**src/sv/encpid_pkg.sv**
```systemverilog
// Shared types and constants for the encoder speed controller.
// Used by every encpid_* module and the top level; no dependencies.
`default_nettype none

package encpid_pkg;

    // Register indexes of the configuration port.
    localparam int CFG_IDX_W  = 3;
    localparam int CFG_DATA_W = 16;

    localparam logic [CFG_IDX_W-1:0] CFG_CONTROL_ENABLE = 3'd0;
    localparam logic [CFG_IDX_W-1:0] CFG_SPEED_SETPOINT = 3'd1;
    localparam logic [CFG_IDX_W-1:0] CFG_GAIN_PROP      = 3'd2;
    localparam logic [CFG_IDX_W-1:0] CFG_GAIN_INTEG     = 3'd3;
    localparam logic [CFG_IDX_W-1:0] CFG_GAIN_DERIV     = 3'd4;
    localparam logic [CFG_IDX_W-1:0] CFG_DRIVE_LIMIT    = 3'd5;

    localparam logic [14:0] DRIVE_LIMIT_RESET = 15'd2000;

    // Bound on one PID increment.
    localparam logic signed [8:0] STEP_MAX = 9'sd200;
    localparam logic signed [8:0] STEP_MIN = -9'sd200;

    localparam logic signed [15:0] SPEED_MAX = 16'sh7fff;
    localparam logic signed [15:0] SPEED_MIN = 16'sh8000;

    // Error differences and PID term widths.
    localparam int D1_W   = 18;
    localparam int D2_W   = 19;
    localparam int PROD_W = 36;
    localparam int SUM_W  = PROD_W + 2;

    typedef struct packed {
        logic [15:0] encoder_count;
        logic        moving_forward;
    } enc_in_t;

    typedef struct packed {
        logic [14:0]        duty_forward;
        logic [14:0]        duty_reverse;
        logic signed [15:0] measured_speed;
    } enc_out_t;

    // Load enables of the pipeline stages.
    typedef struct packed {
        logic accept;
        logic s1_load;
        logic s2_load;
        logic s3_load;
        logic s4_load;
        logic s5_load;
    } pipe_ctl_t;

    typedef struct packed {
        logic signed [15:0]     speed;
        logic signed [15:0]     e0;
        logic signed [D1_W-1:0] d1;
        logic signed [D2_W-1:0] d2;
    } err_stage_t;

    typedef struct packed {
        logic signed [15:0]       speed;
        logic signed [PROD_W-1:0] p_term;
        logic signed [PROD_W-1:0] i_term;
        logic signed [PROD_W-1:0] d_term;
    } prod_stage_t;

    // Saturate a 17-bit signed value to 16 bits.
    function automatic logic signed [15:0] sat17(input logic signed [16:0] v);
        logic signed [15:0] r;
        if (v[16] != v[15])
        begin
            r = v[16] ? SPEED_MIN : SPEED_MAX;
        end
        else
        begin
            r = v[15:0];
        end
        return r;
    endfunction

endpackage

`default_nettype wire

```
**src/sv/encpid_mult.sv**
```systemverilog
// Gain multiply stage: the three PID terms, each registered.
// Depends on encpid_pkg.
`default_nettype none

module encpid_mult
    import encpid_pkg::*;
(
    input  wire logic        clk,
    input  wire pipe_ctl_t   ctl,
    input  wire err_stage_t  err_stage,
    input  wire logic [15:0] gain_prop,
    input  wire logic [15:0] gain_integ,
    input  wire logic [15:0] gain_deriv,
    output prod_stage_t      prod_stage
);

    logic signed [16:0]       gp_s;
    logic signed [16:0]       gi_s;
    logic signed [16:0]       gd_s;
    logic signed [PROD_W-1:0] p_full;
    logic signed [PROD_W-1:0] i_full;
    logic signed [PROD_W-1:0] d_full;
    prod_stage_t              prod_reg;

    assign gp_s = $signed({1'b0, gain_prop});
    assign gi_s = $signed({1'b0, gain_integ});
    assign gd_s = $signed({1'b0, gain_deriv});

    assign p_full = PROD_W'(gp_s) * PROD_W'(err_stage.d1);
    assign i_full = PROD_W'(gi_s) * PROD_W'(err_stage.e0);
    assign d_full = PROD_W'(gd_s) * PROD_W'(err_stage.d2);

    always_ff @(posedge clk)
    begin
        if (ctl.s3_load)
        begin
            prod_reg.speed  <= err_stage.speed;
            prod_reg.p_term <= p_full;
            prod_reg.i_term <= i_full;
            prod_reg.d_term <= d_full;
        end
    end

    assign prod_stage = prod_reg;

endmodule

`default_nettype wire

```
**config.mk**
```make
export PLATFORM = sky130hd
export DESIGN_NAME = encpid_mult
export DESIGN_NICKNAME = d
export VERILOG_FILES = /design/src/sv/encpid_pkg.sv /design/src/sv/encpid_mult.sv
export SDC_FILE = /design/constraint.sdc
export NUM_CORES = 2
export LEC_CHECK = 0
export BUFFER_PORTS_ARGS = -buffer_cell sky130_fd_sc_hd__buf_2
export CAP_MARGIN = 0
export CORE_MARGIN = 3
export CORE_UTILIZATION = 64
export CTS_BUF_LIST = sky130_fd_sc_hd__clkbuf_8
export CTS_CLUSTER_SIZE = 16
export DETAILED_ROUTE_END_ITERATION = 8
export HOLD_SLACK_MARGIN = 0.06
export PLACE_DENSITY = 0.87
export SLEW_MARGIN = 20
export SYNTH_ARGS = -nofsm -noshare
export SYNTH_HDL_FRONTEND = slang
export SYNTH_SLANG_ARGS = --single-unit
```
**constraint.sdc**
```tcl
create_clock -name clk -period 21.8 [get_ports clk]
set_input_delay 4.36 -clock clk [delete_from_list [all_inputs] [get_ports clk]]
set_output_delay 4.36 -clock clk [all_outputs]
set_load 0.02 [all_outputs]
```
== Word-level counts from Yosys, hierarchy flattened ==
Index checks and enable logic that the tools add are counted.
Storage, ports and cells
  bits in registers: 124
  bits of input ports: 124
  logic and storage cells: 7
Operators by class
  multipliers: 3
Operators by type and width (number)
  multiplier 17 x 19 -> 36 bit: 1
  multiplier 17 x 18 -> 35 bit: 1
  multiplier 17 x 16 -> 33 bit: 1

== Longest topological paths before layout ==
  depth in word-level cells: 1
  gate-level depth with buffers: 24
  mapped depth without buffers: 22

== Worst setup path before layout ==
OpenSTA, ideal clock, no wires.
  kind: input-to-reg
  start point: input port gain_deriv[2]
  end point: register prod_reg (netlist bit prod_stage[35]) (data pin)
  setup time: 259 ps
  arrival: 10038 ps
  data required time: 21541 ps
  setup slack: 11503 ps
  stages: 21
  cell sequence: clkbuf_1 -> clkbuf_1 -> nand2_1 -> fa_1 -> fa_1 -> fa_1 -> fa_1 -> inv_1 -> fa_1 -> inv_1 -> fa_1 -> inv_1 -> ha_1 -> and3_1 -> and3_4 -> a211oi_1 -> a2111oi_2 -> o211ai_2 -> a31oi_1 -> o2111a_1 -> a211o_1
Between the ends
  word-level cells in the longest chain between the ends: 1
Ends and longest elaborated chain
  start: declaration: line encpid_mult.sv:13  | input wire logic [15:0] gain_deriv,
  multiplier 17 x 19 -> 36 bit: line encpid_mult.sv:31  | assign d_full = PROD_W'(gd_s) * PROD_W'(err_stage.d2);
  named net d_full[35]: line encpid_mult.sv:22  | logic signed [PROD_W-1:0] d_full;
  end: declaration: line encpid_mult.sv:23  | prod_stage_t prod_reg;
The timed path passes the listed nets, and every way through them passes these cells.
A chain may end at the register's enable or synchronous reset.

== Final worst setup path ==
  start point: input port gain_prop[2]
  end point: register prod_reg (netlist bit prod_stage[102]) (data pin)
Between the ends
  word-level cells in the longest chain between the ends: 1
Ends and longest elaborated chain
  start: declaration: line encpid_mult.sv:11  | input wire logic [15:0] gain_prop,
  multiplier 17 x 18 -> 35 bit: line encpid_mult.sv:29  | assign p_full = PROD_W'(gp_s) * PROD_W'(err_stage.d1);
  named net p_full[30]: line encpid_mult.sv:20  | logic signed [PROD_W-1:0] p_full;
The timed path passes the listed nets, and every way through them passes these cells.

==> impl_metrics.ini <==
[outcome]
status = finished, final reports clean

[synthesis]
synth_area_um2 = 35100
ys_async_sr_fraction_pct = 0
synth_top_area_share_pct = 45.2
synth-seq-cells = 120
synth_warnings = 0
yosysUniqueCellTypes = 65
syn_avg_cell_area_um2 = 9.36
yosys-top-cells-area = fa_1, inv_1, ha_1
ys_seq_area_share_pct = 10.3
syn-num-nets = 4976
synth_edf_count = 120
yosysTopAreaCell = fa_1
post-synth-top-count-cell = inv_1
synthCells = 3756
synth_common_cells = inv_1, fa_1, nand2_1, and2_1, ha_1
ys.flop_type = edfxtp_1

[global_route]
grt_use_total_pct = 29.7
overflow = 0
grt_use_met2_pct = 52.9
grtUsageMet3_pct = 5.75
grt_pass1_wl_mm = 135
grt_antenna_before_repair = 3
top_usage_layer = met2
grt_max_degree = 75
gr-usage-met1_pct = 35.5
first_global_vias = 27935

[die]
die_h_um = 240
core_region_area_um2 = 54000
die_w_um = 240
start_util_pct = 65.0
io_pins = 248
rows = 85
fp.dieArea_um2 = 57800

[layout]
largest_reg_flops = 120
drive_above_1_share_pct = 7.52
nets = 5102
fillers = 3949
area_delta_synth_final_pct = 5.72

[timing]
slew_viol_final = 0
worst_pin_slew_ps = 788
finalHoldViolCount = 0
fin_crit_ps = 10480
fmax_ghz = 0.0954
min_period_over_period_pct = 48.1
rsz0062_at_grt = false
setup_viol = 0
tns_ps = 0
slew_headroom_pct = 46.9

[clocking]
cts.reportedPaths.clkPinSlew_ps = 120
cts_buffers = 17
cts_hold_buf = 0
h-tree-depth = 4
clockBufferDepth = 2
ctsResizeCount = 0
cts.sinks = 120
cts_tree = built
clock-root-buffer = clkbuf_8
cts_setup_buffers = 0

[worst_setup_path]
start_kind = primary input
cp.required_ps = 22050
crit_type = primary input to register
crit_top_cell = fa_1
cpPeakStageDelay_ps = 790
worstSetupEndpointType = register
cp_max_fo = 18
cp_cell_sequence = buf_2 > nand2_1 > fa_1 > fa_1 > inv_1 > fa_1 > fa_1 > fa_1 > inv_1 > fa_1 > inv_1 > ha_1 > a21o_1 > a2111o_1 > o41ai_2 > o21bai_1 > xor2_1
slowest_stage = fa_1
worstPathArrival_ps = 10730

[placed_design]
gp_congestion = 0.888
io_buffer_count = 242
post-dp-hpwl_mm = 65.8

[hold_path]
min_from = err_stage[54]
hold_class = primary input to register
min_to = prod_stage[109]
min_path_cells = 1

[drt]
routedWlPerCell_um = 17.6
wl_mm = 80.8
first_iter_violations = 1474
drc = 0
viasPerCell = 5.58
postRouteAntennaNets = 0
vias = 25624
dr.pass1.iters = 7

[job]
cap_violations = 0
logic make-up (layout without fill, tap and decap cells):
logic type | Yosys count | in the layout | share of synthesized area, %
AOI/OAI and AO/OA | 249 | 249 | 4.78
xor gates and xnor gates | 90 | 90 | 2.24
adders and majority gates | 1096 | 1096 | 56.0
buffers and inverters | 1163 | 1302 | 12.5
DFF | 120 | 120 | 10.3
muxes | 2 | 2 | 0.0570
other | 0 | 3 | 0
and+or+nand+nor | 1036 | 1036 | 14.2
layout make-up:
class / count / area, um2 / area share, %
flip-flops and latches: 120 / 3600 / 9.70
multi-input cells: 2473 / 27200 / 73.1
clock inverters: 15 / 198 / 0.532
diodes: 3 / 7.51 / 0.0202
repair buffers: 243 / 1220 / 3.30
clock buffers: 17 / 234 / 0.630
inverters: 1027 / 3850 / 10.4
well taps: 696 / 871 / 2.34
placed cells by master (no fill, tap or decap), types with 20 or more instances in the layout:
cell	Yosys	final
buf_2	0	241
a21oi_1	81	81
edfxtp_1	120	120
fa_1	794	794
inv_1	1026	1026
xnor2_1	70	70
nor3_1	22	22
o21ai_0	36	36
a21o_1	26	26
and2_1	355	355
xor2_1	20	20
ha_1	302	302
nand2_1	526	526
nor2_1	55	55
through the flow:
stage	setup WS (ps)	std cells	util, %	hold WS [ps]	cell area, um2
floorplan	11500	3756	-	4460	35100
global placement	10860	4559	68.0	4540	36700
detailed placement	10800	4559	68.0	4540	36700
CTS	11380	4591	68.8	3940	37100
global route	11130	4592	68.8	3960	37100
finish	11320	4594	68.8	3990	37200
worst max-delay path by stage:
stage | cells after the start | end | slack [ps] | from
global placement | 20 | prod_stage[35] | 10860 | gain_deriv[2]
detailed placement | 20 | prod_stage[35] | 10800 | gain_deriv[2]
global route | 17 | prod_stage[106] | 11130 | gain_prop[2]
finish | 17 | prod_stage[102] | 11320 | gain_prop[2]
floorplan | 21 | prod_stage[35] | 11500 | gain_deriv[2]
CTS | 17 | prod_stage[102] | 11380 | gain_prop[2]
routing by layer:
layer / up-vias / part of all wire, %
met5: - / 0
met4: 0 / 3.8
met3: 243 / 8.0
met2: 1109 / 52
met1: 12991 / 36
li1: 11281 / -
critical path: cells and delay by family:
kind	cells	cell delay, ps
simple gates	1	220
compound gates	4	1530
xor+xnor	1	190
fa+ha+maj	7	3660
buf+inv	4	760
Power is left out: the tool's default activity adds up to more than one toggle a clock period on the data nets, which glitch-free logic cannot reach.
