===== config.mk =====
export PLATFORM = sky130hd
export DESIGN_NAME = encpid_error
export DESIGN_NICKNAME = d
export VERILOG_FILES = /design/src/sv/encpid_pkg.sv /design/src/sv/encpid_error.sv
export SDC_FILE = /design/constraint.sdc
export NUM_CORES = 1
export LEC_CHECK = 0
export ABC_AREA = 1
export BUFFER_PORTS_ARGS = -buffer_cell sky130_fd_sc_hd__buf_2
export CORE_UTILIZATION = 28
export DETAILED_ROUTE_END_ITERATION = 8
export PLACE_DENSITY = 0.51
export SYNTH_ARGS = -nofsm -noshare
export SYNTH_HDL_FRONTEND = slang
export SYNTH_SLANG_ARGS = --single-unit

===== constraint.sdc =====
create_clock -name clk -period 14.6 [get_ports clk]
set_clock_uncertainty 0.2 [all_clocks]
set_input_delay 1.46 -clock clk [delete_from_list [all_inputs] [get_ports clk]]
set_output_delay 1.46 -clock clk [all_outputs]
set_load 0.05 [all_outputs]

===== src/sv/encpid_pkg.sv =====
// Shared types and constants for the encoder speed controller.
// Used by every encpid_* module and the top level; no dependencies.
`default_nettype none

package encpid_pkg;

    // Register indexes of the configuration port.
    localparam int CFG_IDX_W  = 3;
    localparam int CFG_DATA_W = 16;

    localparam logic [CFG_IDX_W-1:0] CFG_CONTROL_ENABLE = 3'd0;
    localparam logic [CFG_IDX_W-1:0] CFG_SPEED_SETPOINT = 3'd1;
    localparam logic [CFG_IDX_W-1:0] CFG_GAIN_PROP      = 3'd2;
    localparam logic [CFG_IDX_W-1:0] CFG_GAIN_INTEG     = 3'd3;
    localparam logic [CFG_IDX_W-1:0] CFG_GAIN_DERIV     = 3'd4;
    localparam logic [CFG_IDX_W-1:0] CFG_DRIVE_LIMIT    = 3'd5;

    localparam logic [14:0] DRIVE_LIMIT_RESET = 15'd2000;

    // Bound on one PID increment.
    localparam logic signed [8:0] STEP_MAX = 9'sd200;
    localparam logic signed [8:0] STEP_MIN = -9'sd200;

    localparam logic signed [15:0] SPEED_MAX = 16'sh7fff;
    localparam logic signed [15:0] SPEED_MIN = 16'sh8000;

    // Error differences and PID term widths.
    localparam int D1_W   = 18;
    localparam int D2_W   = 19;
    localparam int PROD_W = 36;
    localparam int SUM_W  = PROD_W + 2;

    typedef struct packed {
        logic [15:0] encoder_count;
        logic        moving_forward;
    } enc_in_t;

    typedef struct packed {
        logic [14:0]        duty_forward;
        logic [14:0]        duty_reverse;
        logic signed [15:0] measured_speed;
    } enc_out_t;

    // Load enables of the pipeline stages.
    typedef struct packed {
        logic accept;
        logic s1_load;
        logic s2_load;
        logic s3_load;
        logic s4_load;
        logic s5_load;
    } pipe_ctl_t;

    typedef struct packed {
        logic signed [15:0]     speed;
        logic signed [15:0]     e0;
        logic signed [D1_W-1:0] d1;
        logic signed [D2_W-1:0] d2;
    } err_stage_t;

    typedef struct packed {
        logic signed [15:0]       speed;
        logic signed [PROD_W-1:0] p_term;
        logic signed [PROD_W-1:0] i_term;
        logic signed [PROD_W-1:0] d_term;
    } prod_stage_t;

    // Saturate a 17-bit signed value to 16 bits.
    function automatic logic signed [15:0] sat17(input logic signed [16:0] v);
        logic signed [15:0] r;
        if (v[16] != v[15])
        begin
            r = v[16] ? SPEED_MIN : SPEED_MAX;
        end
        else
        begin
            r = v[15:0];
        end
        return r;
    endfunction

endpackage

`default_nettype wire


===== src/sv/encpid_error.sv =====
// Speed measurement and error history stages of the speed controller.
// Depends on encpid_pkg.
`default_nettype none

module encpid_error
    import encpid_pkg::*;
(
    input  wire logic               clk,
    input  wire logic               rst_n,
    input  wire pipe_ctl_t          ctl,
    input  wire enc_in_t            in_item,
    input  wire logic signed [15:0] speed_setpoint,
    output err_stage_t              err_stage
);

    logic [15:0]        last_count_reg;
    logic signed [15:0] speed_reg;
    logic signed [15:0] error_prev_reg;
    logic signed [15:0] error_prev2_reg;
    err_stage_t         err_reg;

    logic [15:0]        delta;
    logic signed [15:0] speed_next;
    logic signed [15:0] e0;
    err_stage_t         err_next;

    // The count change wraps modulo 2^16; the pin gives it a sign.
    always_comb
    begin
        delta = in_item.encoder_count - last_count_reg;
        if (in_item.moving_forward)
        begin
            speed_next = delta[15] ? SPEED_MAX : $signed(delta);
        end
        else
        begin
            speed_next = delta[15] ? SPEED_MIN : -$signed({1'b0, delta[14:0]});
        end
    end

    always_comb
    begin
        e0 = sat17(17'(speed_setpoint) - 17'(speed_reg));
        err_next.speed = speed_reg;
        err_next.e0    = e0;
        err_next.d1    = D1_W'(e0) - D1_W'(error_prev_reg);
        err_next.d2    = D2_W'(e0) - (D2_W'(error_prev_reg) <<< 1) + D2_W'(error_prev2_reg);
    end

    always_ff @(posedge clk or negedge rst_n)
    begin
        if (!rst_n)
        begin
            last_count_reg  <= '0;
            error_prev_reg  <= '0;
            error_prev2_reg <= '0;
        end
        else
        begin
            if (ctl.accept)
            begin
                last_count_reg <= in_item.encoder_count;
            end
            if (ctl.s2_load)
            begin
                error_prev_reg  <= e0;
                error_prev2_reg <= error_prev_reg;
            end
        end
    end

    always_ff @(posedge clk)
    begin
        if (ctl.s1_load)
        begin
            speed_reg <= speed_next;
        end
        if (ctl.s2_load)
        begin
            err_reg <= err_next;
        end
    end

    assign err_stage = err_reg;

endmodule

`default_nettype wire


Yosys cells after proc, flatten, opt, wreduce, memory -nomap -nowiden
Cells that the tools add are included.
{"block": "totals", "ram_bits": 0, "wordCells": 20, "inputBits": 41, "latchBits": 0, "mem_bits_ro": 0, "ff_bits": 133, "output_inout_bits": 69, "memories": 0}
{"block": "classes", "n_bitwise": 0, "n_div": 0, "n_eq_ne": 1, "addsub": 6, "muxes": 5, "n_reduce_logical": 0, "magnitude_cmp": 0, "shift": 0, "multipliers": 0}
{"operator": "$mux 16", "n": 4}
{"operator": "$sub 16x16->17", "n": 2}
{"operator": "$add 18x16->19", "n": 1}
{"operator": "$sub 16x17->18", "n": 1}
{"operator": "$neg 15->16", "n": 1}
{"operator": "$sub 16x16->16", "n": 1}
{"operator": "$mux 15", "n": 1}
{"operator": "$ne 1x1->1", "n": 1}

Depth between registers and ports, before layout
{"block": "depth", "ltp_word": 5, "mapped_depth": 30, "ltp_nobuf": 29}

Least setup slack after synthesis
No wires, ideal clock.
{"block": "synth_timing", "path_type": "input port to flip-flop", "start": "input speed_setpoint[0]", "end": "register err_reg, in the netlist err_stage[12], data pin", "n_path_buf": 1, "setup_time_ns": 0.265, "required_time_ns": 14.135, "slack_ns": 8.492, "arrival_ns": 5.643, "path_stages": 27, "cell_sequence": "inv_1 ha_1 inv_1 fa_1 nand3_1 nand3_2 a21oi_2 o21ai_2 nand3_2 nand2_1 nand2_1 nand2_1 ha_1 clkbuf_1 clkinv_1 nand3_1 nand2_1 fa_1 inv_1 ha_1 a21oi_1 o21ai_1 a21oi_1 o21ai_2 a21boi_1 o21ai_0 xor2_1"}
{"element": "from (decl)", "line": "encpid_error.sv:12", "source": "input wire logic signed [15:0] speed_setpoint,"}
{"element": "to (signal assigned)", "line": "encpid_error.sv:80", "source": "err_reg <= err_next;"}
{"element": "to (decl)", "line": "encpid_error.sv:20", "source": "err_stage_t err_reg;"}

==> impl_metrics.json <==
{
  "outcome": "finished, final reports clean",
  "postCtsSetupBuffers": 0,
  "tightest_slew_ps": 667,
  "synth-compound-area-share_pct": 11.1,
  "track_usage_pct": 13.1,
  "crit_type": "input pin to flip-flop",
  "dr.pass1.iters": 5,
  "synth_nets": 1115,
  "grt-ovfl-total": 0,
  "stdcell_count": 1506,
  "h-tree-depth": 4,
  "muxShareOfSynthArea_pct": 0.130,
  "syn_to_final_growth_pct": 17.9,
  "num_vias": 6595,
  "drive_gt1_share_pct": 16.7,
  "synthAdderAreaFrac_pct": 14.1,
  "finalSetupTns_ps": 0,
  "coreArea_um2": 30000,
  "synth.avg_cell_area_um2": 8.75,
  "synth-seq-cells": 132,
  "hold_buffers": 0,
  "grt_pass1_wl_um": 32300,
  "clock-sinks": 132,
  "rows": 63,
  "synth_top_family_by_area": "simple AND/OR/NAND/NOR gates",
  "ios": 110,
  "dpl.cell_count": 1473,
  "dieWidth_um": 178,
  "hpwl_um": 15700,
  "drt-initial-drc-count": 322,
  "netlist_instances": 988,
  "portBuffers": 106,
  "wl_per_cell_um": 13.0,
  "r2r_cells": 25,
  "cts_resized": 0,
  "dieArea_um2": 31600,
  "largest_register_ffs": 68,
  "grt_pass1_vias": 6626,
  "rrSetupSlack_ps": 8770,
  "clkTransAtPathRegs_ps": 70,
  "cp.arrival_ps": 6620,
  "slew_headroom_pct": 55.5,
  "drv_cap": 0,
  "grt_max_degree": 59,
  "worstPathRequired_ps": 14580,
  "post-route-period-util_pct": 45.4,
  "root_buffer": "clkbuf_16",
  "viasPerCell": 4.38,
  "numCtsBuffers": 17,
  "cts_tree": "built",
  "gp_congestion": 0.831,
  "yosysUniqueCellTypes": 45,
  "synth_seq_area_share_pct": 43.1,
  "drv_slew": 0,
  "initial_core_util_pct": 28.8,
  "setup_viol": 0,
  "antenna_found_initial": 3,
  "clock_latency_ps": 430,
  "start_kind": "input pin",
  "max_freq_mhz": 151,
  "min_path_cells": 0,
  "synth_xor_area_share_pct": 4.66,
  "period_minus_slack_ps": 6630,
  "drc": 0,
  "end_kind": "flip-flop",
  "whs_ps": 247,
  "die_h_um": 178,
  "yosys_warnings": 0,
  "synthSimpleGateAreaFrac_pct": 19.4,
  "ctsLongestPathBuffers": 2,
  "rsz0062_at_grt": "no",
  "nNetsFinal": 1229,
  "hold_violations": 0,
  "crit_fanout": 10,
  "routed_wl_um": 19600,
  "ant_nets": 0,
  "hold_class": "flip-flop to flip-flop",
  "synth_area_um2": 8640,
  "fillers": 3170
}
cell type report:
class | instances | area (um2) | share of cell area (%)
clock buffer | 18 | 429 | 4.21
inverter | 154 | 578 | 5.67
antenna | 1 | 2.50 | 0.0246
tap | 390 | 488 | 4.79
timing repair buffer | 109 | 556 | 5.45
clock inverter | 14 | 144 | 1.41
multi-input combinational | 688 | 4270 | 41.9
sequential | 132 | 3720 | 36.5
cells in the final DEF, fill, tap and decap left out, types with 17 or more instances in the layout:
cell type / netlist / routed
a21oi_1: 55 / 55
buf_2: 0 / 105
clkbuf_16: 0 / 17
dfrtp_1: 48 / 48
edfxtp_1: 84 / 84
fa_1: 19 / 19
ha_1: 67 / 67
inv_1: 149 / 149
nand2_1: 241 / 241
nand3_1: 46 / 46
nor2_1: 46 / 46
o21ai_0: 72 / 72
xor2_1: 32 / 32
cells in the mapped netlist, drive strengths merged:
cell type | count | area (um2)
nand2 | 252 | 978
inv | 153 | 574
o21ai | 85 | 452
edfxtp | 84 | 2520
ha | 67 | 838
a21oi | 58 | 302
nand3 | 52 | 298
nor2 | 52 | 215
dfrtp | 48 | 1200
xor2 | 32 | 280
fa | 19 | 380
xnor2 | 14 | 123
clkbuf | 11 | 41.3
nand4 | 10 | 62.6
a21o | 7 | 52.6
a31oi | 6 | 37.5
nand3b | 6 | 48.8
or2 | 6 | 37.5
nor3 | 4 | 20.0
o21bai | 4 | 30.0
a211oi | 3 | 27.5
buf | 3 | 30.0
a21boi | 2 | 15.0
nor4 | 2 | 12.5
o31ai | 2 | 15.0
a41oi | 1 | 8.76
clkinv | 1 | 3.75
mux2 | 1 | 11.3
o2111ai | 1 | 8.76
o21a | 1 | 7.51
o22ai | 1 | 6.26
path summary, 6_finish.rpt:
path | end | from
max | err_stage[15] | speed_setpoint[0]
min | err_stage[55] | speed_reg[2]
max reg2reg | err_stage[15] | speed_reg[0]
min reg2reg | err_stage[55] | speed_reg[2]
max in group asynchronous | error_prev2_reg[6] | rst_n
min in group asynchronous | last_count_reg[15] | rst_n
worst max-delay path, stage by stage:
cell and delay [ps]:
buf_2 90, inv_1 40, ha_1 130, inv_1 50, fa_1 400, nand3_1 110
nand3_2 90, a21oi_2 230, o21ai_2 130, nand3_2 100, nand2_1 80, nand2_1 90
nand2_1 100, ha_1 530, clkinv_1 350, nand2_1 180, nand2_2 70, inv_1 160
fa_1 450, ha_1 380, nand2_1 90, nor4_1 570, a21oi_1 250, o21bai_1 250
nand2_1 80, nand2_1 80, xor2_1 60
kinds of logic (layout without fill, tap and decap cells):
| kind of cell | count (synthesis) | after routing |
|---|---|---|
| compound gates | 171 | 171 |
| xor+xnor | 46 | 46 |
| fa+ha+maj | 86 | 86 |
| buf+inv | 168 | 295 |
| flops | 132 | 132 |
| mux | 1 | 1 |
| other cells | 0 | 1 |
| simple gates | 384 | 384 |
stage by stage:
step	worst slack, ps	area [um2]	util (%)
after global routing	7540	10200	33.9
after CTS	7880	10200	33.9
after global placement	7470	9610	32.0
after floorplan	8490	8640	-
final	7970	10200	33.9
after detailed placement	7420	9610	32.0
metal layers:
metal  up-vias  part of all wire, %  GRT usage, %
met1      2955                   45          15.6
met2       116                   48          22.6
met3        20                  5.6          3.92
met5         -                 0.14             0
met4         4                  1.3          4.17
li1       3500                    -             -
Power is left out: the tool's default activity adds up to more than one toggle a clock period on the data nets, which glitch-free logic cannot reach.
