==> src/sv/encpid_pkg.sv <==
// Shared types and constants for the encoder speed controller.
// Used by every encpid_* module and the top level; no dependencies.
`default_nettype none

package encpid_pkg;

    // Register indexes of the configuration port.
    localparam int CFG_IDX_W  = 3;
    localparam int CFG_DATA_W = 16;

    localparam logic [CFG_IDX_W-1:0] CFG_CONTROL_ENABLE = 3'd0;
    localparam logic [CFG_IDX_W-1:0] CFG_SPEED_SETPOINT = 3'd1;
    localparam logic [CFG_IDX_W-1:0] CFG_GAIN_PROP      = 3'd2;
    localparam logic [CFG_IDX_W-1:0] CFG_GAIN_INTEG     = 3'd3;
    localparam logic [CFG_IDX_W-1:0] CFG_GAIN_DERIV     = 3'd4;
    localparam logic [CFG_IDX_W-1:0] CFG_DRIVE_LIMIT    = 3'd5;

    localparam logic [14:0] DRIVE_LIMIT_RESET = 15'd2000;

    // Bound on one PID increment.
    localparam logic signed [8:0] STEP_MAX = 9'sd200;
    localparam logic signed [8:0] STEP_MIN = -9'sd200;

    localparam logic signed [15:0] SPEED_MAX = 16'sh7fff;
    localparam logic signed [15:0] SPEED_MIN = 16'sh8000;

    // Error differences and PID term widths.
    localparam int D1_W   = 18;
    localparam int D2_W   = 19;
    localparam int PROD_W = 36;
    localparam int SUM_W  = PROD_W + 2;

    typedef struct packed {
        logic [15:0] encoder_count;
        logic        moving_forward;
    } enc_in_t;

    typedef struct packed {
        logic [14:0]        duty_forward;
        logic [14:0]        duty_reverse;
        logic signed [15:0] measured_speed;
    } enc_out_t;

    // Load enables of the pipeline stages.
    typedef struct packed {
        logic accept;
        logic s1_load;
        logic s2_load;
        logic s3_load;
        logic s4_load;
        logic s5_load;
    } pipe_ctl_t;

    typedef struct packed {
        logic signed [15:0]     speed;
        logic signed [15:0]     e0;
        logic signed [D1_W-1:0] d1;
        logic signed [D2_W-1:0] d2;
    } err_stage_t;

    typedef struct packed {
        logic signed [15:0]       speed;
        logic signed [PROD_W-1:0] p_term;
        logic signed [PROD_W-1:0] i_term;
        logic signed [PROD_W-1:0] d_term;
    } prod_stage_t;

    // Saturate a 17-bit signed value to 16 bits.
    function automatic logic signed [15:0] sat17(input logic signed [16:0] v);
        logic signed [15:0] r;
        if (v[16] != v[15])
        begin
            r = v[16] ? SPEED_MIN : SPEED_MAX;
        end
        else
        begin
            r = v[15:0];
        end
        return r;
    endfunction

endpackage

`default_nettype wire

==> src/sv/encpid_drive.sv <==
// Increment clamp, drive accumulator and duty output register.
// Depends on encpid_pkg.
`default_nettype none

module encpid_drive
    import encpid_pkg::*;
(
    input  wire logic        clk,
    input  wire logic        rst_n,
    input  wire pipe_ctl_t   ctl,
    input  wire prod_stage_t prod_stage,
    input  wire logic [14:0] drive_limit,
    output enc_out_t         out_item
);

    logic signed [SUM_W-1:0] sum;
    logic signed [8:0]       inc_next;
    logic signed [8:0]       inc_reg;
    logic signed [15:0]      speed4_reg;
    logic signed [15:0]      drive_accum_reg;
    logic signed [15:0]      drive_accum_next;
    logic signed [16:0]      acc_sum;
    logic signed [16:0]      lim;
    logic signed [15:0]      acc_neg;
    enc_out_t                out_reg;
    enc_out_t                out_next;

    always_comb
    begin
        sum = SUM_W'(prod_stage.p_term) + SUM_W'(prod_stage.i_term)
            + SUM_W'(prod_stage.d_term);
        priority if (sum > SUM_W'(STEP_MAX))
        begin
            inc_next = STEP_MAX;
        end
        else if (sum < SUM_W'(STEP_MIN))
        begin
            inc_next = STEP_MIN;
        end
        else
        begin
            inc_next = sum[8:0];
        end
    end

    // The accumulator stays within the limit, so it always fits 16 bits.
    always_comb
    begin
        acc_sum = 17'(drive_accum_reg) + 17'(inc_reg);
        lim     = $signed({2'b00, drive_limit});
        priority if (acc_sum > lim)
        begin
            drive_accum_next = lim[15:0];
        end
        else if (acc_sum < -lim)
        begin
            drive_accum_next = -lim[15:0];
        end
        else
        begin
            drive_accum_next = acc_sum[15:0];
        end
        acc_neg = -drive_accum_next;

        out_next.measured_speed = speed4_reg;
        out_next.duty_forward   = 15'd1;
        out_next.duty_reverse   = 15'd1;
        if (drive_accum_next > 16'sd0)
        begin
            out_next.duty_forward = drive_accum_next[14:0];
        end
        else if (drive_accum_next < 16'sd0)
        begin
            out_next.duty_reverse = acc_neg[14:0];
        end
    end

    always_ff @(posedge clk or negedge rst_n)
    begin
        if (!rst_n)
        begin
            drive_accum_reg <= '0;
        end
        else if (ctl.s5_load)
        begin
            drive_accum_reg <= drive_accum_next;
        end
    end

    always_ff @(posedge clk)
    begin
        if (ctl.s4_load)
        begin
            inc_reg    <= inc_next;
            speed4_reg <= prod_stage.speed;
        end
        if (ctl.s5_load)
        begin
            out_reg <= out_next;
        end
    end

    assign out_item = out_reg;

    // The accumulator is clamped symmetrically, so the most negative code never appears.
    a_accum_not_min: assert property (@(posedge clk) disable iff (!rst_n)
        drive_accum_reg != SPEED_MIN)
        else $error("drive accumulator reached the most negative code");

endmodule

`default_nettype wire

==> config.mk <==
export PLATFORM = sky130hd
export DESIGN_NAME = encpid_drive
export DESIGN_NICKNAME = d
export VERILOG_FILES = /design/src/sv/encpid_pkg.sv /design/src/sv/encpid_drive.sv
export SDC_FILE = /design/constraint.sdc
export NUM_CORES = 1
export LEC_CHECK = 0
export BUFFER_PORTS_ARGS = -buffer_cell sky130_fd_sc_hd__buf_2
export CAP_MARGIN = 20
export CORE_UTILIZATION = 50
export CTS_CLUSTER_SIZE = 20
export DETAILED_ROUTE_END_ITERATION = 16
export PLACE_DENSITY = 0.76
export SLEW_MARGIN = 30
export SYNTH_ARGS = -nofsm -noshare
export SYNTH_HDL_FRONTEND = slang
export SYNTH_SLANG_ARGS = --single-unit
==> constraint.sdc <==
create_clock -name clk -period 5.1 [get_ports clk]
set_input_delay 1.02 -clock clk [delete_from_list [all_inputs] [get_ports clk]]
set_output_delay 1.02 -clock clk [all_outputs]
set_load 0.02 [all_outputs]
==> Word level (Yosys, flattened, before mapping) <==
Cells that the tools add are included.
{ "totals": {"regBits": 87, "output_inout_bits": 46} }
{ "op_classes": {"add_sub_neg": 6, "n_lt_le_gt_ge": 6, "mux": 3, "n_bitwise": 1, "reduce_logical": 2} }
{ "ops": {"columns": ["cell", "count"], "rows": [
  ["37-bit by 36-bit adder with 38-bit output", 1],
  ["38-bit by 9-bit > comparator with 1-bit output (second input constant)", 1],
  ["38-bit by 9-bit < comparator with 1-bit output (second input constant)", 1],
  ["36-bit by 36-bit adder with 37-bit output", 1],
  ["16-bit two-way mux", 2],
  ["16-bit by 9-bit adder with 17-bit output", 1],
  ["17-bit by 16-bit > comparator with 1-bit output", 1],
  ["17-bit < comparator", 1],
  ["15-bit negation with 17-bit output", 1],
  ["16-bit by 1-bit > comparator with 1-bit output (second input constant)", 1],
  ["16-bit by 1-bit < comparator with 1-bit output (second input constant)", 1],
  ["15-bit negation with 16-bit output", 1],
  ["15-bit negation", 1],
  ["9-bit two-way mux", 1],
  ["2-bit OR reduction", 2],
  ["1-bit NOT", 1]
]} }

==> Longest topological paths before layout <==
Gate-level depths: netlist of the first run.
{ "depth": {"ltp_word": 7, "mapped_depth": 27, "mapped_depth_nobuf": 24} }

==> Worst setup path after synthesis of the first run <==
No wires, ideal clock.
{ "synth_path": {"kind": "input port to flip-flop", "start": "in drive_limit[2]", "end": "reg out_reg (netlist bit out_item[30]), data pin", "setup_time_ns": 0.147, "arrival_ns": 5.488, "t_required_ns": 4.953, "setup_slack_ns": -0.535, "cell_stages": 23, "cell_sequence": "buf_2 > or4_4 > nor3_2 > and3_1 > nand3_1 > nor3_1 > xnor2_1 > ha_1 > a21o_1 > a211oi_1 > mux2_2 > o21ai_1 > nor2_1 > clkbuf_1 > clkbuf_1 > nand2_1 > o21ai_0 > nand2_1 > o21ai_0 > ha_1 > o21ai_2 > or4_1 > a21oi_1"} }
{ "synth_via": {"elab_chain_len": 7, "word_cells_on_any_way": 11, "classes_between": "add/sub (3); order compare (4); mux (2); bitwise (1); reduce/logical (1)"} }
{ "synth_rtl": {"columns": ["element", "line_no", "rtl"], "rows": [
  ["from (decl)", "encpid_drive.sv:12", "input wire logic [14:0] drive_limit,"],
  ["15-bit negation with 17-bit output", "encpid_drive.sv:55", "else if (acc_sum < -lim)"],
  ["17-bit < comparator", "encpid_drive.sv:55", null],
  ["16-bit two-way mux", "encpid_drive.sv:55", null],
  ["16-bit two-way mux (*)", "encpid_drive.sv:51", "priority if (acc_sum > lim)"],
  ["16-bit by 1-bit < comparator with 1-bit output", "encpid_drive.sv:72", "else if (drive_accum_next < 16'sd0)"],
  ["1-bit NOT (no source line)", null, null],
  ["2-bit OR reduction (no source line)", null, null],
  ["to (signal assigned)", "encpid_drive.sv:99", "out_reg <= out_next;"],
  ["to (decl)", "encpid_drive.sv:25", "enc_out_t out_reg;"]
]} }
Every way passes the cells marked *; elsewhere a longest branch is shown, timed or not.
A chain may end at the register's enable or synchronous reset.

==> Worst setup path in the final report of the first run <==
{ "layout_path": {"start": "reg drive_accum_reg[0]", "end": "reg out_reg (netlist bit out_item[28]), data pin"} }
{ "layout_via": {"elab_chain_len": 7, "word_cells_on_any_way": 10, "classes_between": "add/sub (2); order compare (4); mux (2); bitwise (1); reduce/logical (1)"} }
{ "layout_rtl": {"columns": ["element", "line_no", "rtl"], "rows": [
  ["from (decl)", "encpid_drive.sv:20", "logic signed [15:0] drive_accum_reg;"],
  ["from (signal assigned)", "encpid_drive.sv:86", "drive_accum_reg <= drive_accum_next;"],
  ["16-bit by 9-bit adder with 17-bit output (*)", "encpid_drive.sv:49", "acc_sum = 17'(drive_accum_reg) + 17'(inc_reg);"],
  ["17-bit < comparator", "encpid_drive.sv:55", null],
  ["16-bit two-way mux", "encpid_drive.sv:55", null],
  ["16-bit two-way mux (*)", "encpid_drive.sv:51", null],
  ["16-bit by 1-bit < comparator with 1-bit output", "encpid_drive.sv:72", null],
  ["1-bit NOT (no source line)", null, null],
  ["2-bit OR reduction (no source line)", null, null]
]} }
Marked as above.

==> load_flow_metrics.sql, run 1 <==
INSERT INTO impl_metrics (metric_group, metric, value, unit) VALUES
('outcome', 'outcome', 'complete, no violations', ''),
('grt', 'pin_count_of_the_biggest_net_entering_global_routing', '34', ''),
('logic_synthesis', 'async_flop_share', '18.39', '%'),
('grt', 'grt.met3_usage', '2.407', '%'),
('floorplanning', 'die_area', '18750', 'sq um'),
('worst_setup_path', 'capturing_element_type_of_the_critical_path', 'flip-flop', ''),
('sta', 'min_period_over_period', '99.67', '%'),
('grt', 'gr-usage-met1', '31.95', '%'),
('worst_setup_path', 'ff2ff_path_depth', '24', ''),
('detailed_routing', 'via_count', '8825', ''),
('detailed_routing', 'wl', '25430', 'microns'),
('cts', 'cts.root.buffer_cell', 'sky130_fd_sc_hd__clkbuf_16', ''),
('worst_setup_path', 'worst-r2r-setup-slack', '20', 'ps'),
('grt', 'grt_util_all_layers', '26.86', '%'),
('floorplanning', 'core.rowCount', '48', ''),
('detailed_routing', 'detailedRoute.firstIterationViolations', '582', ''),
('placement', 'gpl.final_weighted_congestion', '0.9541', ''),
('power_and_ir_drop', 'cellLeakagePower', '5.002', 'nW'),
('floorplanning', 'core_region_area', '17540', 'sq um'),
('floorplanning', 'die_x', '136.9', 'microns'),
('final_layout', 'final_common_cell', 'sky130_fd_sc_hd__buf_2', ''),
('detailed_routing', 'antenna_left', '0', ''),
('cts', 'clock_sink_count', '87', ''),
('placement', 'numPortBuffers', '188', ''),
('grt', 'grtUsageMet2', '48.46', '%'),
('sta', 'grt_setup_unrepaired', 'true', ''),
('worst_setup_path', 'critPathArrivalTime', '5290', 'ps'),
('power_and_ir_drop', 'irDropWorstVdd', '1.048', 'mV'),
('cts', 'cts.hold.buffers_added', '0', ''),
('sta', 'fin_tns_setup', '0', 'ps'),
('worst_setup_path', 'worstReg2RegStart', 'drive_accum_reg[0]', ''),
('worst_hold_path', 'timing.hold.worst.start', 'speed4_reg[9]', ''),
('floorplanning', 'initial_core_util', '51.91', '%'),
('logic_synthesis', 'synthDistinctLibCells', '97', ''),
('logic_synthesis', 'synthesis.nets', '1240', ''),
('sta', 'setup_viol', '0', ''),
('logic_synthesis', 'ys_dominant_reg_cell', 'sky130_fd_sc_hd__edfxtp_1', ''),
('worst_setup_path', 'worst-endpoint-required', '5310', 'ps'),
('cts', 'cts.path.max_buffers', '2', ''),
('cts', 'clock_tree_from_tritoncts', 'built', ''),
('logic_synthesis', 'synth.top_cells.by_area', 'sky130_fd_sc_hd__edfxtp_1 23%, sky130_fd_sc_hd__ha_1 12%, sky130_fd_sc_hd__fa_1 8.4%', ''),
('power_and_ir_drop', 'total_power', '9.298', 'mW'),
('sta', 'timing_hold_violations_final', '0', ''),
('grt', 'initial_antenna_violation_count', '0', ''),
('final_layout', 'areaGrowthSynthToFinish', '26.06', '%'),
('detailed_routing', 'wl_per_cell', '17.36', 'microns'),
('sta', 'max_freq', '196.7', 'MHz'),
('detailed_routing', 'drcViolationCount', '0', ''),
('logic_synthesis', 'synth-seq-area-share', '27.82', '%'),
('sta', 'timing.final.crit_period', '5083', 'ps'),
('job', 'max_cap_violations', '0', ''),
('sta', 'fin_skew', '8.569', 'ps'),
('logic_synthesis', 'proportion_of_netlist_area_held_by_the_largest_area_contributor', '23.42', '%'),
('floorplanning', 'floorplan.io_pins', '193', ''),
('sta', 'slew_of_the_pin_with_the_lowest_slew_margin', '698.7', 'ps'),
('worst_setup_path', 'worstSetupStartpointType', 'flip-flop', ''),
('placement', 'dpl.hpwl', '20760', 'microns'),
('grt', 'grt-ovfl-total', '0', ''),
('final_layout', 'largest_reg_flops', '46', ''),
('cts', 'insertion_delay', '340', 'ps'),
('logic_synthesis', 'ys_warn_count', '0', ''),
('detailed_routing', 'drtPass1Iterations', '5', ''),
('worst_setup_path', 'critical_path_peak_fanout', '4', ''),
('final_layout', 'final_layout_size_suffix_gt1_share', '31.45', '%'),
('floorplanning', 'die_h', '136.9', 'microns'),
('worst_setup_path', 'worstSetupStartpoint', 'drive_accum_reg[0]', ''),
('sta', 'timing.max_slew.rel_slack', '53.42', '%'),
('final_layout', 'antenna_cells', '0', ''),
('worst_hold_path', 'hold_depth', '0', ''),
('worst_setup_path', 'worst-setup-path-type', 'reg -> reg', ''),
('logic_synthesis', 'synth-edff-count', '71', '');
[report_power, final]
group | switching (mW) | leakage [nW] | internal, mW
Sequential | 0.0875 | 0.885 | 1.19
Clock | 0.305 | 0.144 | 0.347
Combinational | 4.21 | 3.97 | 3.16
Total | 4.60 | 5.00 | 4.69
[worst max-delay path, cell delays in order, from the launching register on]
cell and delay, ps:
sky130_fd_sc_hd__dfrtp_1 390, sky130_fd_sc_hd__ha_2 200, sky130_fd_sc_hd__inv_2 60, sky130_fd_sc_hd__fa_2 190, sky130_fd_sc_hd__and2b_2 240, sky130_fd_sc_hd__o2111ai_4 280, sky130_fd_sc_hd__buf_6 150, sky130_fd_sc_hd__a21oi_4 50
sky130_fd_sc_hd__or3_4 390, sky130_fd_sc_hd__a21oi_4 160, sky130_fd_sc_hd__xnor2_2 110, sky130_fd_sc_hd__ha_1 340, sky130_fd_sc_hd__nand3_2 110, sky130_fd_sc_hd__nor2_2 50, sky130_fd_sc_hd__a2111oi_2 350, sky130_fd_sc_hd__a211oi_1 130
sky130_fd_sc_hd__o211ai_1 200, sky130_fd_sc_hd__nand3b_4 160, sky130_fd_sc_hd__a21oi_2 180, sky130_fd_sc_hd__mux2i_2 270, sky130_fd_sc_hd__ha_2 250, sky130_fd_sc_hd__o21ai_4 80, sky130_fd_sc_hd__buf_4 150, sky130_fd_sc_hd__or3_1 360
sky130_fd_sc_hd__a21oi_2 120
[metal layers]
| layer | part of all wire [%] | vias up |
|---|---|---|
| li1 | - | 4236 |
| met1 | 41 | 4148 |
| met2 | 51 | 358 |
| met3 | 4.9 | 83 |
| met4 | 4.0 | 0 |
| met5 | 0 | - |
[metrics by stage]
step / setup slack [ps] / instance area, sq um / hold slack, ps / cells
after CTS: 13.36 / 11210 / 419.8 / 1456
after detailed placement: -301.0 / 10910 / 404.5 / 1440
after global routing: -176.6 / 11480 / 424.7 / 1465
after floorplan: 12.05 / 9174 / 400.3 / 971
final: 16.95 / 11480 / 420.4 / 1465
after global placement: -231.0 / 10910 / 400.6 / 1440
[Yosys cell counts, types with 4 or more instances]
master / number
sky130_fd_sc_hd__nand4_1: 19
sky130_fd_sc_hd__ha_1: 84
sky130_fd_sc_hd__clkbuf_1: 19
sky130_fd_sc_hd__o211ai_1: 10
sky130_fd_sc_hd__o21a_1: 9
sky130_fd_sc_hd__mux2i_1: 14
sky130_fd_sc_hd__nor2b_1: 6
sky130_fd_sc_hd__a31o_2: 4
sky130_fd_sc_hd__nand2b_1: 8
sky130_fd_sc_hd__nor3_1: 22
sky130_fd_sc_hd__xnor2_1: 34
sky130_fd_sc_hd__nand3_1: 36
sky130_fd_sc_hd__o21ai_1: 7
sky130_fd_sc_hd__or3_1: 11
sky130_fd_sc_hd__and3_1: 13
sky130_fd_sc_hd__and2_1: 11
sky130_fd_sc_hd__a31oi_1: 10
sky130_fd_sc_hd__buf_2: 12
sky130_fd_sc_hd__inv_1: 52
sky130_fd_sc_hd__nand2_1: 66
sky130_fd_sc_hd__nor4b_1: 5
sky130_fd_sc_hd__dfrtp_1: 16
sky130_fd_sc_hd__o2111ai_1: 7
sky130_fd_sc_hd__a22oi_1: 4
sky130_fd_sc_hd__nor4_1: 11
sky130_fd_sc_hd__xor2_1: 15
sky130_fd_sc_hd__fa_1: 38
sky130_fd_sc_hd__a21o_1: 25
sky130_fd_sc_hd__edfxtp_1: 71
sky130_fd_sc_hd__o22ai_1: 4
sky130_fd_sc_hd__o31ai_1: 9
sky130_fd_sc_hd__o21bai_1: 9
sky130_fd_sc_hd__a21oi_1: 75
sky130_fd_sc_hd__mux2_2: 9
sky130_fd_sc_hd__a211oi_1: 15
sky130_fd_sc_hd__a21oi_2: 6
sky130_fd_sc_hd__nor2_1: 66
sky130_fd_sc_hd__o21ai_0: 49
[worst max path at each step]
stage	to	slack [ps]	cells past startpoint
3_3_place_gp	out_item[32]	-230	19
6_report	out_item[28]	20	24
4_1_cts	out_item[30]	10	22
3_5_place_dp	out_item[32]	-300	19
5_1_grt	out_item[28]	-180	24
2_1_floorplan	out_item[30]	10	19
[cell type report]
class | instances | area (sq um)
Sequential cell | 87 | 2532
Fill cell | 1431 | 6061
Clock inverter | 7 | 70.07
Clock buffer | 9 | 225.2
Inverter | 53 | 198.9
Tap cell | 225 | 281.5
Multi-Input combinational cell | 797 | 6460
Timing Repair Buffer | 287 | 1708
[logic make-up (layout without fill, tap and decap cells)]
logic type	count (synthesis)	in the layout	share of synthesized area, %
AOI/OAI and AO/OA	298	298	23.05
xor gates and xnor gates	50	50	4.893
adders and majority gates	122	122	19.90
buffers and inverters	87	356	3.807
DFF	87	87	27.82
muxes	24	24	2.817
and+or+nand+nor	303	303	17.72
[what timing repair did]
action,4_1_cts,5_1_grt
endpoints found under the setup margin,3,26
setup buffers,0,9
gates resized for setup,3,42
pin swaps,0,25
No activity file was read; power rests on OpenSTA's default activity.
==> run 2, diff against run 1 <==
--- a/config.mk
+++ b/config.mk
@@ -5,6 +5,7 @@
 export SDC_FILE = /design/constraint.sdc
 export NUM_CORES = 1
 export LEC_CHECK = 0
+export ABC_AREA = 1
 export BUFFER_PORTS_ARGS = -buffer_cell sky130_fd_sc_hd__buf_2
 export CAP_MARGIN = 20
 export CORE_UTILIZATION = 50
==> run 2 against run 1 <==
Compared with the run above: highest routed layer unchanged; critical endpoint is now out_item[33]; setup slack better by 400 ps; utilization fell by 3.7 points; largest cell class unchanged; sequential cell count did not move; critical path depth rose by 7; maximum frequency increased by 8.6%; count of clock-buffer cells in the layout unchanged; cell count rose by 11%; hold slack worse by 3.0 ps.
==> load_flow_metrics.sql, run 2 <==
INSERT INTO impl_metrics (metric_group, metric, value, unit) VALUES
('outcome', 'outcome', 'complete, no violations', ''),
('logic_synthesis', 'syn_avg_cell_area', '7.633', 'sq um'),
('cts', 'clk_pin_slew', '70', 'ps'),
('grt', 'grt_pass1_wl', '36110', 'microns'),
('detailed_routing', 'drcViolationCount', '0', ''),
('logic_synthesis', 'postSynthCellCount', '1157', ''),
('detailed_routing', 'via_count', '8323', ''),
('worst_setup_path', 'slowest_stage', 'sky130_fd_sc_hd__ha_1', ''),
('detailed_routing', 'wl', '21640', 'microns'),
('placement', 'numPortBuffers', '188', ''),
('sta', 'setup_viol', '0', ''),
('floorplanning', 'die_area', '18200', 'sq um'),
('cts', 'cts.path.max_buffers', '2', ''),
('sta', 'fin_tns_setup', '0', 'ps'),
('cts', 'postCtsSetupBuffers', '0', ''),
('logic_synthesis', 'synth-edff-count', '71', ''),
('cts', 'insertion_delay', '340', 'ps'),
('logic_synthesis', 'synth.ff_latch_count', '87', ''),
('final_layout', 'final_common_cell', 'sky130_fd_sc_hd__nand2_1', ''),
('logic_synthesis', 'async_flop_share', '18.39', '%'),
('cts', 'clock_sink_count', '87', ''),
('sta', 'timing.max_slew.rel_slack', '51.23', '%'),
('sta', 'min_period_over_period', '91.79', '%'),
('logic_synthesis', 'synthDominantAreaCellType', 'sky130_fd_sc_hd__edfxtp_1', ''),
('worst_setup_path', 'worst-endpoint-required', '5190', 'ps'),
('placement', 'dpl.hpwl', '18520', 'microns'),
('logic_synthesis', 'synthesis.area', '8831', 'sq um'),
('grt', 'number_of_global_route_vias_before_repair', '8014', ''),
('grt', 'grt_util_all_layers', '24.60', '%'),
('cts', 'cts_repair_resize_count', '0', ''),
('cts', 'cts.root.buffer_cell', 'sky130_fd_sc_hd__clkbuf_16', ''),
('final_layout', 'most-common-layout-cells', '288 x sky130_fd_sc_hd__nand2_1, 188 x sky130_fd_sc_hd__buf_2, 132 x sky130_fd_sc_hd__nor2_1', ''),
('detailed_routing', 'wl_per_cell', '13.33', 'microns'),
('worst_setup_path', 'cpPeakStageDelay', '300', 'ps'),
('final_layout', 'fin_nets', '1663', ''),
('worst_setup_path', 'capturing_element_type_of_the_critical_path', 'flip-flop', ''),
('floorplanning', 'die_h', '134.9', 'microns'),
('floorplanning', 'initial_core_util', '51.06', '%'),
('cts', 'numCtsBuffers', '9', ''),
('worst_setup_path', 'worst-setup-path-type', 'in -> reg', ''),
('sta', 'max_freq', '213.6', 'MHz'),
('detailed_routing', 'viasPerCell', '5.125', ''),
('worst_setup_path', 'worst_path_dominant_cell_family', 'simple AND/OR/NAND/NOR gates', ''),
('worst_setup_path', 'critPathMostFrequentCell', 'sky130_fd_sc_hd__nand2_1', ''),
('cts', 'cts.hold.buffers_added', '0', ''),
('sta', 'timing.final.crit_period', '4681', 'ps'),
('logic_synthesis', 'ys_dominant_reg_cell', 'sky130_fd_sc_hd__edfxtp_1', ''),
('worst_setup_path', 'path_buf_inv', '5', ''),
('grt', 'initial_antenna_violation_count', '0', ''),
('worst_setup_path', 'critPathArrivalTime', '4780', 'ps'),
('floorplanning', 'die_x', '134.9', 'microns'),
('logic_synthesis', 'synthesis.nets', '1426', ''),
('worst_setup_path', 'worstSetupStartpointType', 'primary input', ''),
('floorplanning', 'core_region_area', '17300', 'sq um'),
('logic_synthesis', 'synthDistinctLibCells', '44', ''),
('cts', 'cts_htree_levels', '3', ''),
('logic_synthesis', 'synth.top_cells.by_area', 'sky130_fd_sc_hd__edfxtp_1 24%, sky130_fd_sc_hd__nand2_1 12%, sky130_fd_sc_hd__ha_1 12%', ''),
('final_layout', 'final_layout_size_suffix_gt1_share', '22.09', '%'),
('sta', 'timing_hold_violations_final', '0', ''),
('floorplanning', 'core.rowCount', '48', ''),
('sta', 'slew_of_the_pin_with_the_lowest_slew_margin', '730.7', 'ps'),
('logic_synthesis', 'synth-seq-area-share', '28.68', '%'),
('logic_synthesis', 'netlist_top_cells_count', '289 x sky130_fd_sc_hd__nand2_1, 134 x sky130_fd_sc_hd__nor2_1, 127 x sky130_fd_sc_hd__inv_1', ''),
('detailed_routing', 'drtPass1Iterations', '6', ''),
('sta', 'timing.final.max_slew_violations', '0', ''),
('job', 'max_cap_violations', '0', ''),
('floorplanning', 'floorplan.io_pins', '193', ''),
('final_layout', 'areaGrowthSynthToFinish', '20.93', '%'),
('sta', 'fin_skew', '10.31', 'ps'),
('detailed_routing', 'antenna_left', '0', ''),
('grt', 'pin_count_of_the_biggest_net_entering_global_routing', '48', ''),
('logic_synthesis', 'proportion_of_netlist_area_held_by_the_largest_area_contributor', '24.14', '%'),
('logic_synthesis', 'ys_warn_count', '0', ''),
('logic_synthesis', 'synthMostInstantiatedCell', 'sky130_fd_sc_hd__nand2_1', ''),
('placement', 'gpl.final_weighted_congestion', '0.9200', ''),
('worst_hold_path', 'min_path_type', 'reg -> reg', ''),
('final_layout', 'largest_reg_flops', '46', ''),
('cts', 'clock_tree_from_tritoncts', 'built', ''),
('final_layout', 'antenna_cells', '0', ''),
('grt', 'grt-ovfl-total', '0', ''),
('worst_setup_path', 'critical_path_peak_fanout', '8', ''),
('final_layout', 'fillers', '1561', ''),
('detailed_routing', 'detailedRoute.firstIterationViolations', '434', '');
run 2: cell types whose count changed in the layout (fill, tap and decap cells not counted), sizes merged, moves of 14 or more:
cell    previous run  this run
a21o              25         9
mux2i             14         0
nand2             66       301
xnor2             35        16
nand3             37        72
a211oi            17         0
buf              287       239
nor2              66       148
inv               58       141
xor2              15        37
run 2: per-layer routing:
metal / track usage, % / wire length, microns
met1: 29.25 / 9112
met2: 46.25 / 11210
met3: 1.914 / 753
met4: 8.552 / 566
met5: 0 / 0
run 2: per-stage QoR:
stage	instance area, sq um	utilization, %	cells	hold slack, ps	setup WS, ps
2_1_floorplan	8831	-	1157	400.3	432.4
3_3_place_gp	10370	59.95	1608	400.5	75.85
3_5_place_dp	10370	59.95	1608	404.5	34.63
4_1_cts	10650	61.57	1624	418.3	331.5
5_1_grt	10680	61.74	1624	418.8	-17.04
6_report	10680	61.74	1624	417.4	418.8
run 2: final cells by class:
| type | count | area, sq um | area share (%) |
|---|---|---|---|
| clock buffer | 9 | 225.2 | 2.109 |
| inverter | 138 | 518.0 | 4.851 |
| multi-input combinational | 919 | 5731 | 53.66 |
| timing repair buffer | 239 | 1336 | 12.51 |
| sequential | 87 | 2532 | 23.71 |
| clock inverter | 7 | 55.05 | 0.5155 |
| tap | 225 | 281.5 | 2.636 |
run 2: final timing paths:
path,slack [ps],startpoint,cells after the start,to
min reg2reg,420,speed4_reg[9],0,out_item[9]
min,420,speed4_reg[9],0,out_item[9]
max reg2reg,450,drive_accum_reg[0],32,out_item[33]
max,420,drive_limit[0],31,out_item[33]
max in group asynchronous,4240,rst_n,1,drive_accum_reg[3]
min in group asynchronous,590,rst_n,1,drive_accum_reg[15]
run 2: logic make-up after synthesis:
family          synth area share [%]
fa+ha+maj                      20.52
compound gates                 10.73
buf+inv                        6.772
flops                          28.68
xor+xnor                       5.256
simple gates                   28.05
run 2: worst register-to-register path: cells and delay by family, from the launching register on:
family,cells,cell delay [ps]
and+or+nand+nor,21,2380
adders and majority gates,4,1070
buffers and inverters,5,400
DFF,1,370
AOI/OAI and AO/OA,2,200
Power of run 2 is left out: the tool's default activity adds up to more than one toggle a clock period on the data nets, which glitch-free logic cannot reach.
==> run 3, diff against run 2 <==
--- a/config.mk
+++ b/config.mk
@@ -5,13 +5,13 @@
 export SDC_FILE = /design/constraint.sdc
 export NUM_CORES = 1
 export LEC_CHECK = 0
-export ABC_AREA = 1
 export BUFFER_PORTS_ARGS = -buffer_cell sky130_fd_sc_hd__buf_2
 export CAP_MARGIN = 20
-export CORE_UTILIZATION = 50
+export CORE_UTILIZATION = 51
+export CTS_CLUSTER_DIAMETER = 50
 export CTS_CLUSTER_SIZE = 20
 export DETAILED_ROUTE_END_ITERATION = 16
-export PLACE_DENSITY = 0.76
+export PLACE_DENSITY = 0.77
 export SLEW_MARGIN = 30
 export SYNTH_ARGS = -nofsm -noshare
 export SYNTH_HDL_FRONTEND = slang
==> run 3 against run 2 <==
Compared with the run above: the run now ends with setup timing left; cell count shrank 9.9%; global-route usage grew 3.0 points; sequential cell count unchanged; utilization grew 4.9 points; count of clock-buffer cells in the layout is the same; first-iteration DRC count rose by 53%; via count is 6.5% higher; die area up 1.0%; hold slack improved by 4.1 ps; critical path type is now reg -> reg; critical endpoint is now out_item[26]; largest cell class unchanged.
==> load_flow_metrics.sql, run 3 (same netlist as run 1, synthesis figures left out) <==
INSERT INTO impl_metrics (metric_group, metric, value, unit) VALUES
('worst_setup_path', 'slowest_stage', 'sky130_fd_sc_hd__dfrtp_1', ''),
('worst_hold_path', 'hold_depth', '0', ''),
('grt', 'grt-ovfl-total', '0', ''),
('outcome', 'outcome', 'finished with violations', ''),
('final_layout', 'final_common_cell', 'sky130_fd_sc_hd__buf_2', ''),
('cts', 'clk_pin_slew', '70', 'ps'),
('final_layout', 'multiInputGateArea', '6514', 'sq um'),
('floorplanning', 'die_x', '135.6', 'microns'),
('final_layout', 'seq_area', '2532', 'sq um'),
('power_and_ir_drop', 'clkPwrFrac', '6.9', '%'),
('detailed_routing', 'wl', '26020', 'microns'),
('sta', 'setup_viol', '6', ''),
('grt', 'grt_pass1_wl', '39830', 'microns'),
('power_and_ir_drop', 'combinational_share_of_power', '79.7', '%'),
('detailed_routing', 'drcViolationCount', '0', ''),
('sta', 'timing.final.max_slew_violations', '0', ''),
('floorplanning', 'die_area', '18390', 'sq um'),
('worst_setup_path', 'critPathArrivalTime', '5320', 'ps'),
('sta', 'grt_setup_unrepaired', 'true', ''),
('worst_setup_path', 'count_of_cell_instances_traversed_by_the_critical_path', '26', ''),
('placement', 'gpl.final_weighted_congestion', '0.9797', ''),
('placement', 'preCtsSetupSlack', '-416.2', 'ps'),
('detailed_routing', 'viasPerCell', '6.056', ''),
('sta', 'timing_hold_violations_final', '0', ''),
('final_layout', 'areaGrowthSynthToFinish', '26.97', '%'),
('worst_setup_path', 'critical_path_peak_fanout', '12', ''),
('detailed_routing', 'via_count', '8860', ''),
('cts', 'cts.root.buffer_cell', 'sky130_fd_sc_hd__clkbuf_16', ''),
('placement', 'dpl.hpwl', '20720', 'microns'),
('sta', 'fin_skew', '7.993', 'ps'),
('worst_setup_path', 'ff2ff_path_depth', '26', ''),
('power_and_ir_drop', 'p_switching', '4.763', 'mW'),
('placement', 'post_dp_cell_area', '10890', 'sq um'),
('power_and_ir_drop', 'p_per_area', '828.0', 'nW/um^2'),
('outcome', 'failed_checks', 'setup timing', ''),
('sta', 'worst_slack', '-122.7', 'ps'),
('power_and_ir_drop', 'internal-power', '4.808', 'mW'),
('power_and_ir_drop', 'irDropWorstVdd', '1.528', 'mV'),
('worst_setup_path', 'worst-endpoint-required', '5200', 'ps'),
('worst_setup_path', 'worst-setup-path-type', 'reg -> reg', ''),
('cts', 'cts.path.max_buffers', '2', ''),
('cts', 'clock_tree_from_tritoncts', 'built', ''),
('power_and_ir_drop', 'sequentialPowerShare', '13.4', '%'),
('final_layout', 'post-route-cell-area', '11560', 'sq um'),
('worst_setup_path', 'worstSetupStartpointType', 'flip-flop', ''),
('detailed_routing', 'detailedRoute.firstIterationViolations', '665', ''),
('final_layout', 'antenna_cells', '0', ''),
('grt', 'number_of_global_route_vias_before_repair', '8186', ''),
('final_layout', 'most-common-layout-cells', '187 x sky130_fd_sc_hd__buf_2, 91 x sky130_fd_sc_hd__buf_4, 81 x sky130_fd_sc_hd__ha_1', ''),
('power_and_ir_drop', 'power.switching_fraction', '49.76', '%'),
('final_layout', 'fillers', '1416', ''),
('worst_setup_path', 'capturing_element_type_of_the_critical_path', 'flip-flop', ''),
('worst_setup_path', 'critPathMostFrequentCell', 'sky130_fd_sc_hd__buf_4', ''),
('grt', 'pin_count_of_the_biggest_net_entering_global_routing', '45', ''),
('worst_setup_path', 'cpPeakStageDelay', '370', 'ps'),
('floorplanning', 'core_region_area', '17360', 'sq um'),
('worst_setup_path', 'path_buf_inv', '7', ''),
('sta', 'slew_of_the_pin_with_the_lowest_slew_margin', '668.2', 'ps'),
('final_layout', 'final_layout_size_suffix_gt1_share', '31.66', '%'),
('sta', 'max_freq', '191.5', 'MHz'),
('cts', 'cts_htree_levels', '3', ''),
('sta', 'timing.final.crit_period', '5223', 'ps'),
('job', 'max_cap_violations', '0', ''),
('detailed_routing', 'wl_per_cell', '17.78', 'microns'),
('final_layout', 'fin_nets', '1502', ''),
('sta', 'timing.max_slew.rel_slack', '55.13', '%'),
('worst_setup_path', 'worst_path_dominant_cell_family', 'compound AO/OA/AOI/OAI gates', ''),
('cts', 'clock_sink_count', '87', ''),
('floorplanning', 'floorplan.io_pins', '193', ''),
('sta', 'min_period_over_period', '102.4', '%'),
('sta', 'fin_tns_setup', '-468.9', 'ps'),
('cts', 'insertion_delay', '350', 'ps'),
('cts', 'numCtsBuffers', '9', ''),
('detailed_routing', 'drtPass1Iterations', '5', ''),
('final_layout', 'largest_reg_flops', '46', ''),
('worst_hold_path', 'min_path_type', 'reg -> reg', ''),
('floorplanning', 'initial_core_util', '52.45', '%'),
('grt', 'initial_antenna_violation_count', '0', ''),
('detailed_routing', 'antenna_left', '0', ''),
('grt', 'grt_util_all_layers', '27.59', '%'),
('floorplanning', 'core.rowCount', '48', ''),
('power_and_ir_drop', 'cellLeakagePower', '5.019', 'nW'),
('placement', 'numPortBuffers', '188', ''),
('cts', 'cts.hold.buffers_added', '0', ''),
('floorplanning', 'die_h', '135.6', 'microns');
[run 3: path summary, 6_finish.rpt]
check	start	endpoint	slack (ps)
worst max-delay path	drive_accum_reg[0]	out_item[26]	-120
worst min-delay path	speed4_reg[2]	out_item[2]	420
worst max register to register	drive_accum_reg[0]	out_item[26]	-120
worst min register to register	speed4_reg[2]	out_item[2]	420
max in group asynchronous	rst_n	drive_accum_reg[9]	4230
min in group asynchronous	rst_n	drive_accum_reg[7]	590
[run 3: per-layer routing]
metal	wire length [microns]	up-vias	share of wire [%]	GRT usage [%]
met4	833	0	3.2	9.488
li1	-	4200	-	-
met5	0	-	0	0
met3	1628	72	6.3	3.105
met1	10560	4167	41	34.40
met2	13000	421	50	49.09
[run 3: what timing repair did]
| item | CTS | global route |
|---|---|---|
| buffers inserted | 0 | 10 |
| pin swaps | 0 | 25 |
| cloned | 0 | 1 |
| endpoints found under the setup margin | 3 | 18 |
| resized for setup | 9 | 45 |
[run 3: worst register-to-register path, stage by stage (launching register included)]
cell                        delay (ps)
sky130_fd_sc_hd__dfrtp_1           370
sky130_fd_sc_hd__ha_2              200
sky130_fd_sc_hd__inv_2              40
sky130_fd_sc_hd__fa_2              350
sky130_fd_sc_hd__and2b_2           250
sky130_fd_sc_hd__o2111ai_4         180
sky130_fd_sc_hd__buf_6             170
sky130_fd_sc_hd__a21boi_4          160
sky130_fd_sc_hd__o2111ai_2         150
sky130_fd_sc_hd__nand2_2           120
sky130_fd_sc_hd__xnor2_2           100
sky130_fd_sc_hd__buf_4             160
sky130_fd_sc_hd__ha_1              310
sky130_fd_sc_hd__a21o_1            200
sky130_fd_sc_hd__a211oi_2          220
sky130_fd_sc_hd__mux2_4            190
sky130_fd_sc_hd__o21ai_4            80
sky130_fd_sc_hd__or2_4             290
sky130_fd_sc_hd__buf_12            150
sky130_fd_sc_hd__a32oi_1           280
sky130_fd_sc_hd__buf_4             190
sky130_fd_sc_hd__a2111oi_4          60
sky130_fd_sc_hd__o21ai_4           260
sky130_fd_sc_hd__buf_4             170
sky130_fd_sc_hd__buf_4             100
sky130_fd_sc_hd__xor2_1            160
sky130_fd_sc_hd__nor2_1             60
[run 3: area by class of cell]
type	instances	area share, %
clock buffer	9	1.948
clock inverter	7	0.6711
inverter	53	1.721
multi-input combinational	797	56.35
sequential	87	21.91
tap	225	2.436
timing repair buffer	285	14.96
[run 3: through the flow]
| step | util [%] | total power [mW] | hold slack [ps] | std cells |
|---|---|---|---|---|
| floorplan | - | 5.555 | 400.3 | 971 |
| global placement | 62.76 | 7.878 | 400.2 | 1436 |
| detailed placement | 62.76 | 8.039 | 404.5 | 1436 |
| CTS | 64.77 | 8.821 | 422.3 | 1452 |
| global route | 66.59 | 10.18 | 429.6 | 1463 |
| finish | 66.59 | 9.571 | 421.5 | 1463 |
[run 3: power groups by stage]
stage / clock network [mW] / registers, mW / logic (mW)
after floorplan: 0 / 1.44 / 4.11
after detailed placement: 0 / 1.30 / 6.74
final: 0.661 / 1.28 / 7.63
after CTS: 0.666 / 1.28 / 6.87
after global routing: 0.694 / 1.31 / 8.18
after global placement: 0 / 1.29 / 6.59
